`src/sv/s256_pkg.sv`:
```
package s256_pkg;

    // Eight 32-bit words; element 0 is a, element 7 is h
    typedef logic [7:0][31:0] hash_t;

    // Sixteen-word schedule window; element 15 holds the oldest word
    typedef logic [15:0][31:0] sched_t;

    typedef enum logic [2:0] {
        ST_IDLE,
        ST_ROUND,
        ST_FINAL,
        ST_PAD,
        ST_OUT
    } state_t;

    localparam int unsigned BLOCK_BYTES = 64;
    localparam int unsigned LEN_POS     = 56;
    localparam logic [7:0]  PAD_MARK    = 8'h80;

    localparam hash_t HASH_IV = {
        32'h5be0cd19, 32'h1f83d9ab, 32'h9b05688c, 32'h510e527f,
        32'ha54ff53a, 32'h3c6ef372, 32'hbb67ae85, 32'h6a09e667
    };

    // Round constants
    function automatic logic [31:0] round_k(input logic [5:0] idx);
        logic [31:0] k;
        unique case (idx)
            6'd0:  k = 32'h428a2f98;
            6'd1:  k = 32'h71374491;
            6'd2:  k = 32'hb5c0fbcf;
            6'd3:  k = 32'he9b5dba5;
            6'd4:  k = 32'h3956c25b;
            6'd5:  k = 32'h59f111f1;
            6'd6:  k = 32'h923f82a4;
            6'd7:  k = 32'hab1c5ed5;
            6'd8:  k = 32'hd807aa98;
            6'd9:  k = 32'h12835b01;
            6'd10: k = 32'h243185be;
            6'd11: k = 32'h550c7dc3;
            6'd12: k = 32'h72be5d74;
            6'd13: k = 32'h80deb1fe;
            6'd14: k = 32'h9bdc06a7;
            6'd15: k = 32'hc19bf174;
            6'd16: k = 32'he49b69c1;
            6'd17: k = 32'hefbe4786;
            6'd18: k = 32'h0fc19dc6;
            6'd19: k = 32'h240ca1cc;
            6'd20: k = 32'h2de92c6f;
            6'd21: k = 32'h4a7484aa;
            6'd22: k = 32'h5cb0a9dc;
            6'd23: k = 32'h76f988da;
            6'd24: k = 32'h983e5152;
            6'd25: k = 32'ha831c66d;
            6'd26: k = 32'hb00327c8;
            6'd27: k = 32'hbf597fc7;
            6'd28: k = 32'hc6e00bf3;
            6'd29: k = 32'hd5a79147;
            6'd30: k = 32'h06ca6351;
            6'd31: k = 32'h14292967;
            6'd32: k = 32'h27b70a85;
            6'd33: k = 32'h2e1b2138;
            6'd34: k = 32'h4d2c6dfc;
            6'd35: k = 32'h53380d13;
            6'd36: k = 32'h650a7354;
            6'd37: k = 32'h766a0abb;
            6'd38: k = 32'h81c2c92e;
            6'd39: k = 32'h92722c85;
            6'd40: k = 32'ha2bfe8a1;
            6'd41: k = 32'ha81a664b;
            6'd42: k = 32'hc24b8b70;
            6'd43: k = 32'hc76c51a3;
            6'd44: k = 32'hd192e819;
            6'd45: k = 32'hd6990624;
            6'd46: k = 32'hf40e3585;
            6'd47: k = 32'h106aa070;
            6'd48: k = 32'h19a4c116;
            6'd49: k = 32'h1e376c08;
            6'd50: k = 32'h2748774c;
            6'd51: k = 32'h34b0bcb5;
            6'd52: k = 32'h391c0cb3;
            6'd53: k = 32'h4ed8aa4a;
            6'd54: k = 32'h5b9cca4f;
            6'd55: k = 32'h682e6ff3;
            6'd56: k = 32'h748f82ee;
            6'd57: k = 32'h78a5636f;
            6'd58: k = 32'h84c87814;
            6'd59: k = 32'h8cc70208;
            6'd60: k = 32'h90befffa;
            6'd61: k = 32'ha4506ceb;
            6'd62: k = 32'hbef9a3f7;
            6'd63: k = 32'hc67178f2;
            default: k = 32'h0;
        endcase
        return k;
    endfunction

endpackage

```
`src/sv/s256_round.sv`:
```
module s256_round (
    input  s256_pkg::hash_t  work,
    input  s256_pkg::sched_t win,
    input  logic [5:0]       rnd,
    output s256_pkg::hash_t  work_next,
    output logic [31:0]      w_next
);
    import s256_pkg::*;

    function automatic logic [31:0] rotr(input logic [31:0] v, input int unsigned s);
        return (v >> s) | (v << (32 - s));
    endfunction

    logic [31:0] w_cur;
    logic [31:0] big_s1;
    logic [31:0] big_s0;
    logic [31:0] ch;
    logic [31:0] maj;
    logic [31:0] t1;
    logic [31:0] t2;
    logic [31:0] g0;
    logic [31:0] g1;

    // One compression round on a..h
    always_comb
    begin
        w_cur  = win[15];
        big_s1 = rotr(work[4], 6) ^ rotr(work[4], 11) ^ rotr(work[4], 25);
        ch     = (work[4] & work[5]) ^ (~work[4] & work[6]);
        t1     = work[7] + big_s1 + ch + round_k(rnd) + w_cur;
        big_s0 = rotr(work[0], 2) ^ rotr(work[0], 13) ^ rotr(work[0], 22);
        maj    = (work[0] & work[1]) ^ (work[0] & work[2]) ^ (work[1] & work[2]);
        t2     = big_s0 + maj;

        work_next[0] = t1 + t2;
        work_next[1] = work[0];
        work_next[2] = work[1];
        work_next[3] = work[2];
        work_next[4] = work[3] + t1;
        work_next[5] = work[4];
        work_next[6] = work[5];
        work_next[7] = work[6];
    end

    // Extend the schedule by one word, sixteen ahead of the current one
    always_comb
    begin
        g0     = rotr(win[14], 7) ^ rotr(win[14], 18) ^ (win[14] >> 3);
        g1     = rotr(win[1], 17) ^ rotr(win[1], 19) ^ (win[1] >> 10);
        w_next = g1 + win[6] + g0 + win[15];
    end

endmodule

```
`src/sv/sha256_stream_hasher.sv`:
```
// SHA-256 over a byte stream. Each input transaction carries at most one message
// byte (s_tuser[0] marks it as present) and s_tlast closes the message. Message
// bytes are taken one per cycle while the block is idle; every 64th byte makes the
// block busy for 64 rounds on the single shared round unit and a fold into the
// chaining words. On s_tlast the padding bytes are shifted into the same block
// buffer one per cycle (64 minus the fill level, plus 64 more when the fill level
// is 56 or above), each padded block goes through the rounds and the fold again,
// and the digest then leaves as four 64-bit big-endian words. s_tready is low
// for all of that time. An end transaction without a byte is legal and gives the
// digest of whatever came before, including the empty message.
module sha256_stream_hasher (
    input  logic        clk,
    input  logic        rst_n,
    input  logic        s_tvalid,
    output logic        s_tready,
    input  logic [7:0]  s_tdata,   // [7:0] data_byte
    input  logic [0:0]  s_tuser,   // [0] byte_valid
    input  logic        s_tlast,   // end_of_message
    output logic        m_tvalid,
    input  logic        m_tready,
    output logic [63:0] m_tdata,   // [63:0] digest_word
    output logic [1:0]  m_tuser,   // [1:0] word_index
    output logic        m_tlast    // last_word
);
    import s256_pkg::*;

    state_t       state_reg, state_next;
    logic [5:0]   rnd_reg, rnd_next;
    logic [5:0]   fill_reg, fill_next;
    logic [60:0]  count_reg, count_next;
    hash_t        chain_reg, chain_next;
    hash_t        work_reg, work_next;
    sched_t       win_reg, win_next;
    logic         pad_active_reg, pad_active_next;
    logic         pad_first_reg, pad_first_next;
    logic         len_ok_reg, len_ok_next;
    logic         end_pending_reg, end_pending_next;
    logic [1:0]   word_reg, word_next;

    hash_t        rnd_work;
    logic [31:0]  rnd_w;
    logic [511:0] win_flat;
    logic [63:0]  len_shift;
    logic [7:0]   pad_byte;

    s256_round u_round (
        .work      (work_reg),
        .win       (win_reg),
        .rnd       (rnd_reg),
        .work_next (rnd_work),
        .w_next    (rnd_w)
    );

    assign win_flat = win_reg;

    // Pick the next padding byte: marker, zero fill or big-endian bit length
    always_comb
    begin
        len_shift = {count_reg, 3'b000} << {fill_reg[2:0], 3'b000};
        if (pad_first_reg)
            pad_byte = PAD_MARK;
        else if (len_ok_reg && (fill_reg >= 6'(LEN_POS)))
            pad_byte = len_shift[63:56];
        else
            pad_byte = 8'h00;
    end

    // Sequence byte intake, rounds, padding and digest output
    always_comb
    begin
        state_next       = state_reg;
        rnd_next         = rnd_reg;
        fill_next        = fill_reg;
        count_next       = count_reg;
        chain_next       = chain_reg;
        work_next        = work_reg;
        win_next         = win_reg;
        pad_active_next  = pad_active_reg;
        pad_first_next   = pad_first_reg;
        len_ok_next      = len_ok_reg;
        end_pending_next = end_pending_reg;
        word_next        = word_reg;

        unique case (state_reg)
            ST_IDLE:
            begin
                if (s_tvalid)
                begin
                    if (s_tuser[0])
                    begin
                        win_next   = {win_flat[503:0], s_tdata};
                        fill_next  = fill_reg + 6'd1;
                        count_next = count_reg + 61'd1;
                    end
                    if (s_tuser[0] && (fill_reg == 6'(BLOCK_BYTES - 1)))
                    begin
                        state_next       = ST_ROUND;
                        work_next        = chain_reg;
                        rnd_next         = '0;
                        end_pending_next = s_tlast;
                    end
                    else if (s_tlast)
                    begin
                        state_next      = ST_PAD;
                        pad_active_next = 1'b1;
                        pad_first_next  = 1'b1;
                        len_ok_next     = (fill_next < 6'(LEN_POS));
                    end
                end
            end
            ST_ROUND:
            begin
                work_next = rnd_work;
                win_next  = {win_reg[14:0], rnd_w};
                rnd_next  = rnd_reg + 6'd1;
                if (rnd_reg == 6'(BLOCK_BYTES - 1))
                    state_next = ST_FINAL;
            end
            ST_FINAL:
            begin
                for (int i = 0; i < 8; i++)
                    chain_next[i] = chain_reg[i] + work_reg[i];
                if (pad_active_reg)
                begin
                    if (len_ok_reg)
                    begin
                        state_next = ST_OUT;
                        word_next  = '0;
                    end
                    else
                    begin
                        len_ok_next = 1'b1;
                        state_next  = ST_PAD;
                    end
                end
                else if (end_pending_reg)
                begin
                    end_pending_next = 1'b0;
                    pad_active_next  = 1'b1;
                    pad_first_next   = 1'b1;
                    len_ok_next      = 1'b1;
                    state_next       = ST_PAD;
                end
                else
                begin
                    state_next = ST_IDLE;
                end
            end
            ST_PAD:
            begin
                win_next       = {win_flat[503:0], pad_byte};
                fill_next      = fill_reg + 6'd1;
                pad_first_next = 1'b0;
                if (fill_reg == 6'(BLOCK_BYTES - 1))
                begin
                    state_next = ST_ROUND;
                    work_next  = chain_reg;
                    rnd_next   = '0;
                end
            end
            ST_OUT:
            begin
                if (m_tready)
                begin
                    word_next = word_reg + 2'd1;
                    if (word_reg == 2'd3)
                    begin
                        chain_next      = HASH_IV;
                        count_next      = '0;
                        pad_active_next = 1'b0;
                        state_next      = ST_IDLE;
                    end
                end
            end
            default:
            begin
                state_next = ST_IDLE;
            end
        endcase
    end

    // Hold control state and chaining words
    always_ff @(posedge clk or negedge rst_n)
    begin
        if (!rst_n)
        begin
            state_reg       <= ST_IDLE;
            rnd_reg         <= '0;
            fill_reg        <= '0;
            count_reg       <= '0;
            chain_reg       <= HASH_IV;
            pad_active_reg  <= 1'b0;
            pad_first_reg   <= 1'b0;
            len_ok_reg      <= 1'b0;
            end_pending_reg <= 1'b0;
            word_reg        <= '0;
        end
        else
        begin
            state_reg       <= state_next;
            rnd_reg         <= rnd_next;
            fill_reg        <= fill_next;
            count_reg       <= count_next;
            chain_reg       <= chain_next;
            pad_active_reg  <= pad_active_next;
            pad_first_reg   <= pad_first_next;
            len_ok_reg      <= len_ok_next;
            end_pending_reg <= end_pending_next;
            word_reg        <= word_next;
        end
    end

    // Advance the block buffer and round variables
    always_ff @(posedge clk)
    begin
        win_reg  <= win_next;
        work_reg <= work_next;
    end

    // Drive the stream ports
    assign s_tready = (state_reg == ST_IDLE);
    assign m_tvalid = (state_reg == ST_OUT);
    assign m_tdata  = {chain_reg[{word_reg, 1'b0}], chain_reg[{word_reg, 1'b1}]};
    assign m_tuser  = word_reg;
    assign m_tlast  = (word_reg == 2'd3);

    // Never take input while a digest is on offer
    assert property (@(posedge clk) disable iff (!rst_n) !(s_tready && m_tvalid))
        else $error("input and output handshakes open together");

    // The last digest word returns the block to byte intake
    assert property (@(posedge clk) disable iff (!rst_n)
        m_tvalid && m_tready && m_tlast |=> s_tready)
        else $error("block not idle after last digest word");

    // The final round hands over to the chaining update
    assert property (@(posedge clk) disable iff (!rst_n)
        (state_reg == ST_ROUND) && (rnd_reg == 6'd63) |=> (state_reg == ST_FINAL))
        else $error("round sequence overran");

    // Padding always ends on a block boundary
    assert property (@(posedge clk) disable iff (!rst_n)
        m_tvalid |-> (fill_reg == 6'd0))
        else $error("digest offered with a partly filled block");

endmodule

```
`config.mk`:
```
export PLATFORM = sky130hd
export DESIGN_NAME = sha256_stream_hasher
export DESIGN_NICKNAME = d
export VERILOG_FILES = /design/src/sv/s256_pkg.sv /design/src/sv/s256_round.sv /design/src/sv/sha256_stream_hasher.sv
export SDC_FILE = /design/constraint.sdc
export NUM_CORES = 2
export LEC_CHECK = 0
export BUFFER_PORTS_ARGS = -buffer_cell sky130_fd_sc_hd__buf_2
export CAP_MARGIN = 20
export CORE_MARGIN = 3
export CORE_UTILIZATION = 24
export DETAILED_ROUTE_END_ITERATION = 8
export PLACE_DENSITY = 0.44
export SYNTH_ARGS = -nofsm -noshare
export SYNTH_HDL_FRONTEND = slang
export SYNTH_SLANG_ARGS = --single-unit
```
`constraint.sdc`:
```
create_clock -name clk -period 29.3 [get_ports clk]
set_input_delay 4.395 -clock clk [delete_from_list [all_inputs] [get_ports clk]]
set_output_delay 4.395 -clock clk [all_outputs]
set_load 0.05 [all_outputs]
```
==> results.txt <==
----------------------------------------------------
[Global route]
  Peak-usage layer in the global routing report ... met2
  Global Route met2 Usage ... 26.3%
  Wire length of the first global-routing pass ... 410000 um
  Met3 routing resource usage after global routing ... 1.90%
  Antenna violations before repair ... 37
  Global routing usage summed across all routing layers ... 17.0%
  Overall overflow remaining after global route ... 0
  Via count of the first global-routing pass ... 59000
  Met1 Track Usage GR ... 24.8%
  Pin count of the biggest net entering global routing ... 219

[Worst hold path]
  Classification of the worst-slack hold path ... register to register
  Worst min-delay path startpoint ... win_flat[122]$_DFFE_PP_

[Floorplanning]
  Floorplan die area ... 320000 um2
  Vertical die dimension ... 566 um
  Initial core utilization ... 24.2%
  I/O pin count ... 83
  Core box area ... 310000 um2
  Rows ... 204
  Chip Width ... 566 um

[Clock tree]
  Clock latency on the worst-skew pair ... 0.83 ns
  Setup fix buffers added after clock tree synthesis ... 0
  Hold-fix buffer count after cts ... 0
  Clock Pin Slew Worst Setup and Hold Paths ... 0.08 ns
  Number of buffers added by the clock tree synthesis step ... 148
  Total number of H-tree levels ... 4
  CTS tree ... built
  Clk sink count ... 1106
  # resized after CTS ... 0
  Maximum number of buffers from clock root to sink ... 4
  Cell at the root of the clock tree ... sky130_fd_sc_hd__clkbuf_16

[STA]
  PnR worst setup slack ... 18.34 ns
  Final count of pins violating max slew ... 0
  Max-slew headroom ... 26.8%
  Fmax ... 91.2 MHz
  Worst Max-Slew Pin Slew ... 1.10 ns
  Total negative slack for setup checks ... 0 ns
  Post-route clock skew ... 0.0722 ns
  Final critical path time including I/O delays and setup ... 10.96 ns
  Ratio of final minimum period to clock period ... 37.4%
  Final worst hold slack ... 0.494 ns
  Number of setup violations in the final report ... 0
  Unrepaired setup endpoints after global routing ... false
  Number of hold-slack violations in the final timing report ... 0

[Setup path]
  Launch instance of the worst register-to-register path ... rnd_reg[1]$_DFFE_PN0P_
  Worst setup path start ... rnd_reg[1]$_DFFE_PN0P_
  CP max stage cell ... sky130_fd_sc_hd__ha_1
  Cell repeated most along the worst path ... sky130_fd_sc_hd__o21ai_0
  Setup Crit Path Kind ... register to register
  Element type at the critical path end ... register
  Worst Setup Start Kind ... register
  Maximum cell stage delay along the critical path ... 0.81 ns
  Endpoint arrival time on the critical path ... 11.59 ns
  WP data required ... 29.92 ns
  CP Max Fanout ... 21

[Routing]
  WL/cell ... 22.9 um
  Detailed-route vias per instance ... 4.86
  Routed wire length ... 281000 um
  Number of remaining DRC errors ... 0
  Total number of vias ... 59700
  Residual antenna-violating net count after detailed routing ... 0
  TritonRoute pass-1 iters ... 5
  Number of violations reported at the end of detailed-routing iteration 0 ... 5257

[Final layout]
  Synth-to-layout area growth ... 12.6%
  Fraction of final layout cells with drive strength greater than 1 ... 8.43%
  Number of flip-flops under the largest register name ... 512
  Non-Filler Cell Area, Final ... 84700 um2
  Final-stage net count ... 8656

[Yosys]
  Number of synthesized register bits ... 1106
  Post-Syn Instances ... 8168
  Synthesis warning total ... 0
  Portion of the post-synthesis area used by sequential elements ... 42.1%
  Number of enable flip-flop cells after synthesis ... 768
  Post-synthesis cell type count ... 87
  Netlist Area Pre-Place ... 75200 um2
  Net count after synthesis ... 8771
  Dominant register cell in the synthesized netlist ... sky130_fd_sc_hd__edfxtp_1
  Post-Synthesis Mean Instance Area ... 9.21 um2
  Post-synth ARST share ... 30.6%

[Placement]
  Sum of net half-perimeters after detailed placement ... 207000 um
  Count of input and output buffers ... 82
  Post-Place Setup Slack ... 18.49 ns
  Routability congestion estimate from global placement ... 0.921
  Cell Area, Placed ... 80000 um2

[Status]
  Status ... finished clean

[Job]
  Max capacitance violation total ... 0

----------------------------------------------------
## per-stage QoR
| step | std cells | util [%] |
|---|---|---|
| 2_1_floorplan | 8168 | - |
| 3_3_place_gp | 12000 | 25.8 |
| 3_5_place_dp | 12000 | 25.8 |
| 4_1_cts | 12300 | 27.3 |
| 5_1_grt | 12300 | 27.3 |
| 6_report | 12300 | 27.3 |
## kinds of logic (layout without fill, tap and decap cells)
| kind of cell | Yosys count | count (layout) | share of synthesized area, % |
|---|---|---|---|
| AOI/OAI and AO/OA | 1649 | 1649 | 13.5 |
| adders and majority gates | 619 | 619 | 12.1 |
| muxes | 146 | 146 | 3.44 |
| and+or+nand+nor | 3231 | 3231 | 17.6 |
| buffers and inverters | 800 | 795 | 4.00 |
| other | 0 | 7 | 0 |
| xor gates and xnor gates | 617 | 617 | 7.22 |
| DFF | 1106 | 1106 | 42.1 |
## final timing paths
path	to	cells after the start	slack, ns
min reg2reg	win_flat[154]$_DFFE_PP_	2	0.49
min in group asynchronous	chain_reg[96]$_DFFE_PN0P_	1	3.53
max	work_reg[31]$_DFFE_PP_	38	18.34
max in group asynchronous	rnd_reg[5]$_DFFE_PN0P_	3	23.58
min	win_flat[154]$_DFFE_PP_	2	0.49
max reg2reg	work_reg[31]$_DFFE_PP_	38	18.34
## routing by layer
| layer | routed length (um) | share of wire (%) |
|---|---|---|
| met1 | 134000 | 48 |
| met2 | 124000 | 44 |
| met3 | 15300 | 5.4 |
| met4 | 8390 | 3.0 |
| met5 | 41 | 0.015 |
## worst max-delay path: cells and delay by family (launching register included)
family	cells	cell delay, ns
and+or+nand+nor	4	0.96
DFF	1	0.32
buffers and inverters	6	1.19
xor gates and xnor gates	3	0.92
AOI/OAI and AO/OA	17	3.60
adders and majority gates	8	3.76
## layout make-up
class	instances	area, um2
Antenna cell	7	17.5
Clock buffer	197	4020
Clock inverter	63	702
Fill cell	33100	226000
Inverter	360	1360
Multi-Input combinational cell	6262	40600
Sequential cell	1106	31700
Tap cell	4120	5150
Timing Repair Buffer	175	1160
## cells in the mapped netlist, types with 39 or more instances
cell type                     n  share of area (%)
sky130_fd_sc_hd__nand2_1   2309                 12
sky130_fd_sc_hd__edfxtp_1   768                 31
sky130_fd_sc_hd__o21ai_0    512                3.4
sky130_fd_sc_hd__a21oi_1    479                3.2
sky130_fd_sc_hd__nor2_1     420                2.1
sky130_fd_sc_hd__clkbuf_1   397                2.0
sky130_fd_sc_hd__ha_1       394                6.6
sky130_fd_sc_hd__inv_1      356                1.8
sky130_fd_sc_hd__xnor2_1    346                4.0
sky130_fd_sc_hd__xor2_1     269                3.1
sky130_fd_sc_hd__dfrtp_1    202                6.7
sky130_fd_sc_hd__fa_1       195                5.2
sky130_fd_sc_hd__a21o_1     178                1.8
sky130_fd_sc_hd__dfstp_2    136                4.8
sky130_fd_sc_hd__nand3_1    109               0.73
sky130_fd_sc_hd__mux4_2      87                2.6
sky130_fd_sc_hd__nor3_1      78               0.52
sky130_fd_sc_hd__nand2b_1    68               0.57
sky130_fd_sc_hd__o21a_1      67               0.67
sky130_fd_sc_hd__nor2b_1     51               0.42
sky130_fd_sc_hd__a31oi_1     49               0.41
sky130_fd_sc_hd__and3_1      46               0.38
sky130_fd_sc_hd__a211oi_1    40               0.40
sky130_fd_sc_hd__buf_1       40               0.20
sky130_fd_sc_hd__o211ai_1    39               0.39
## layout by cell type, fill, tap and decap left out, drive strengths merged, types with 87 or more instances in the layout
cell type | synthesis | final
fa | 195 | 195
dfstp | 136 | 136
dfrtp | 202 | 202
xnor2 | 346 | 346
clkbuf | 397 | 197
nand3 | 109 | 109
nand2 | 2310 | 2310
o21ai | 513 | 513
xor2 | 269 | 269
a21oi | 480 | 480
inv | 356 | 359
ha | 394 | 394
edfxtp | 768 | 768
a21o | 178 | 178
buf | 43 | 175
nor2 | 420 | 420
mux4 | 87 | 87
Power is not shown: default switching activity piles up to over one toggle a cycle in this logic, so the estimate is an artifact.
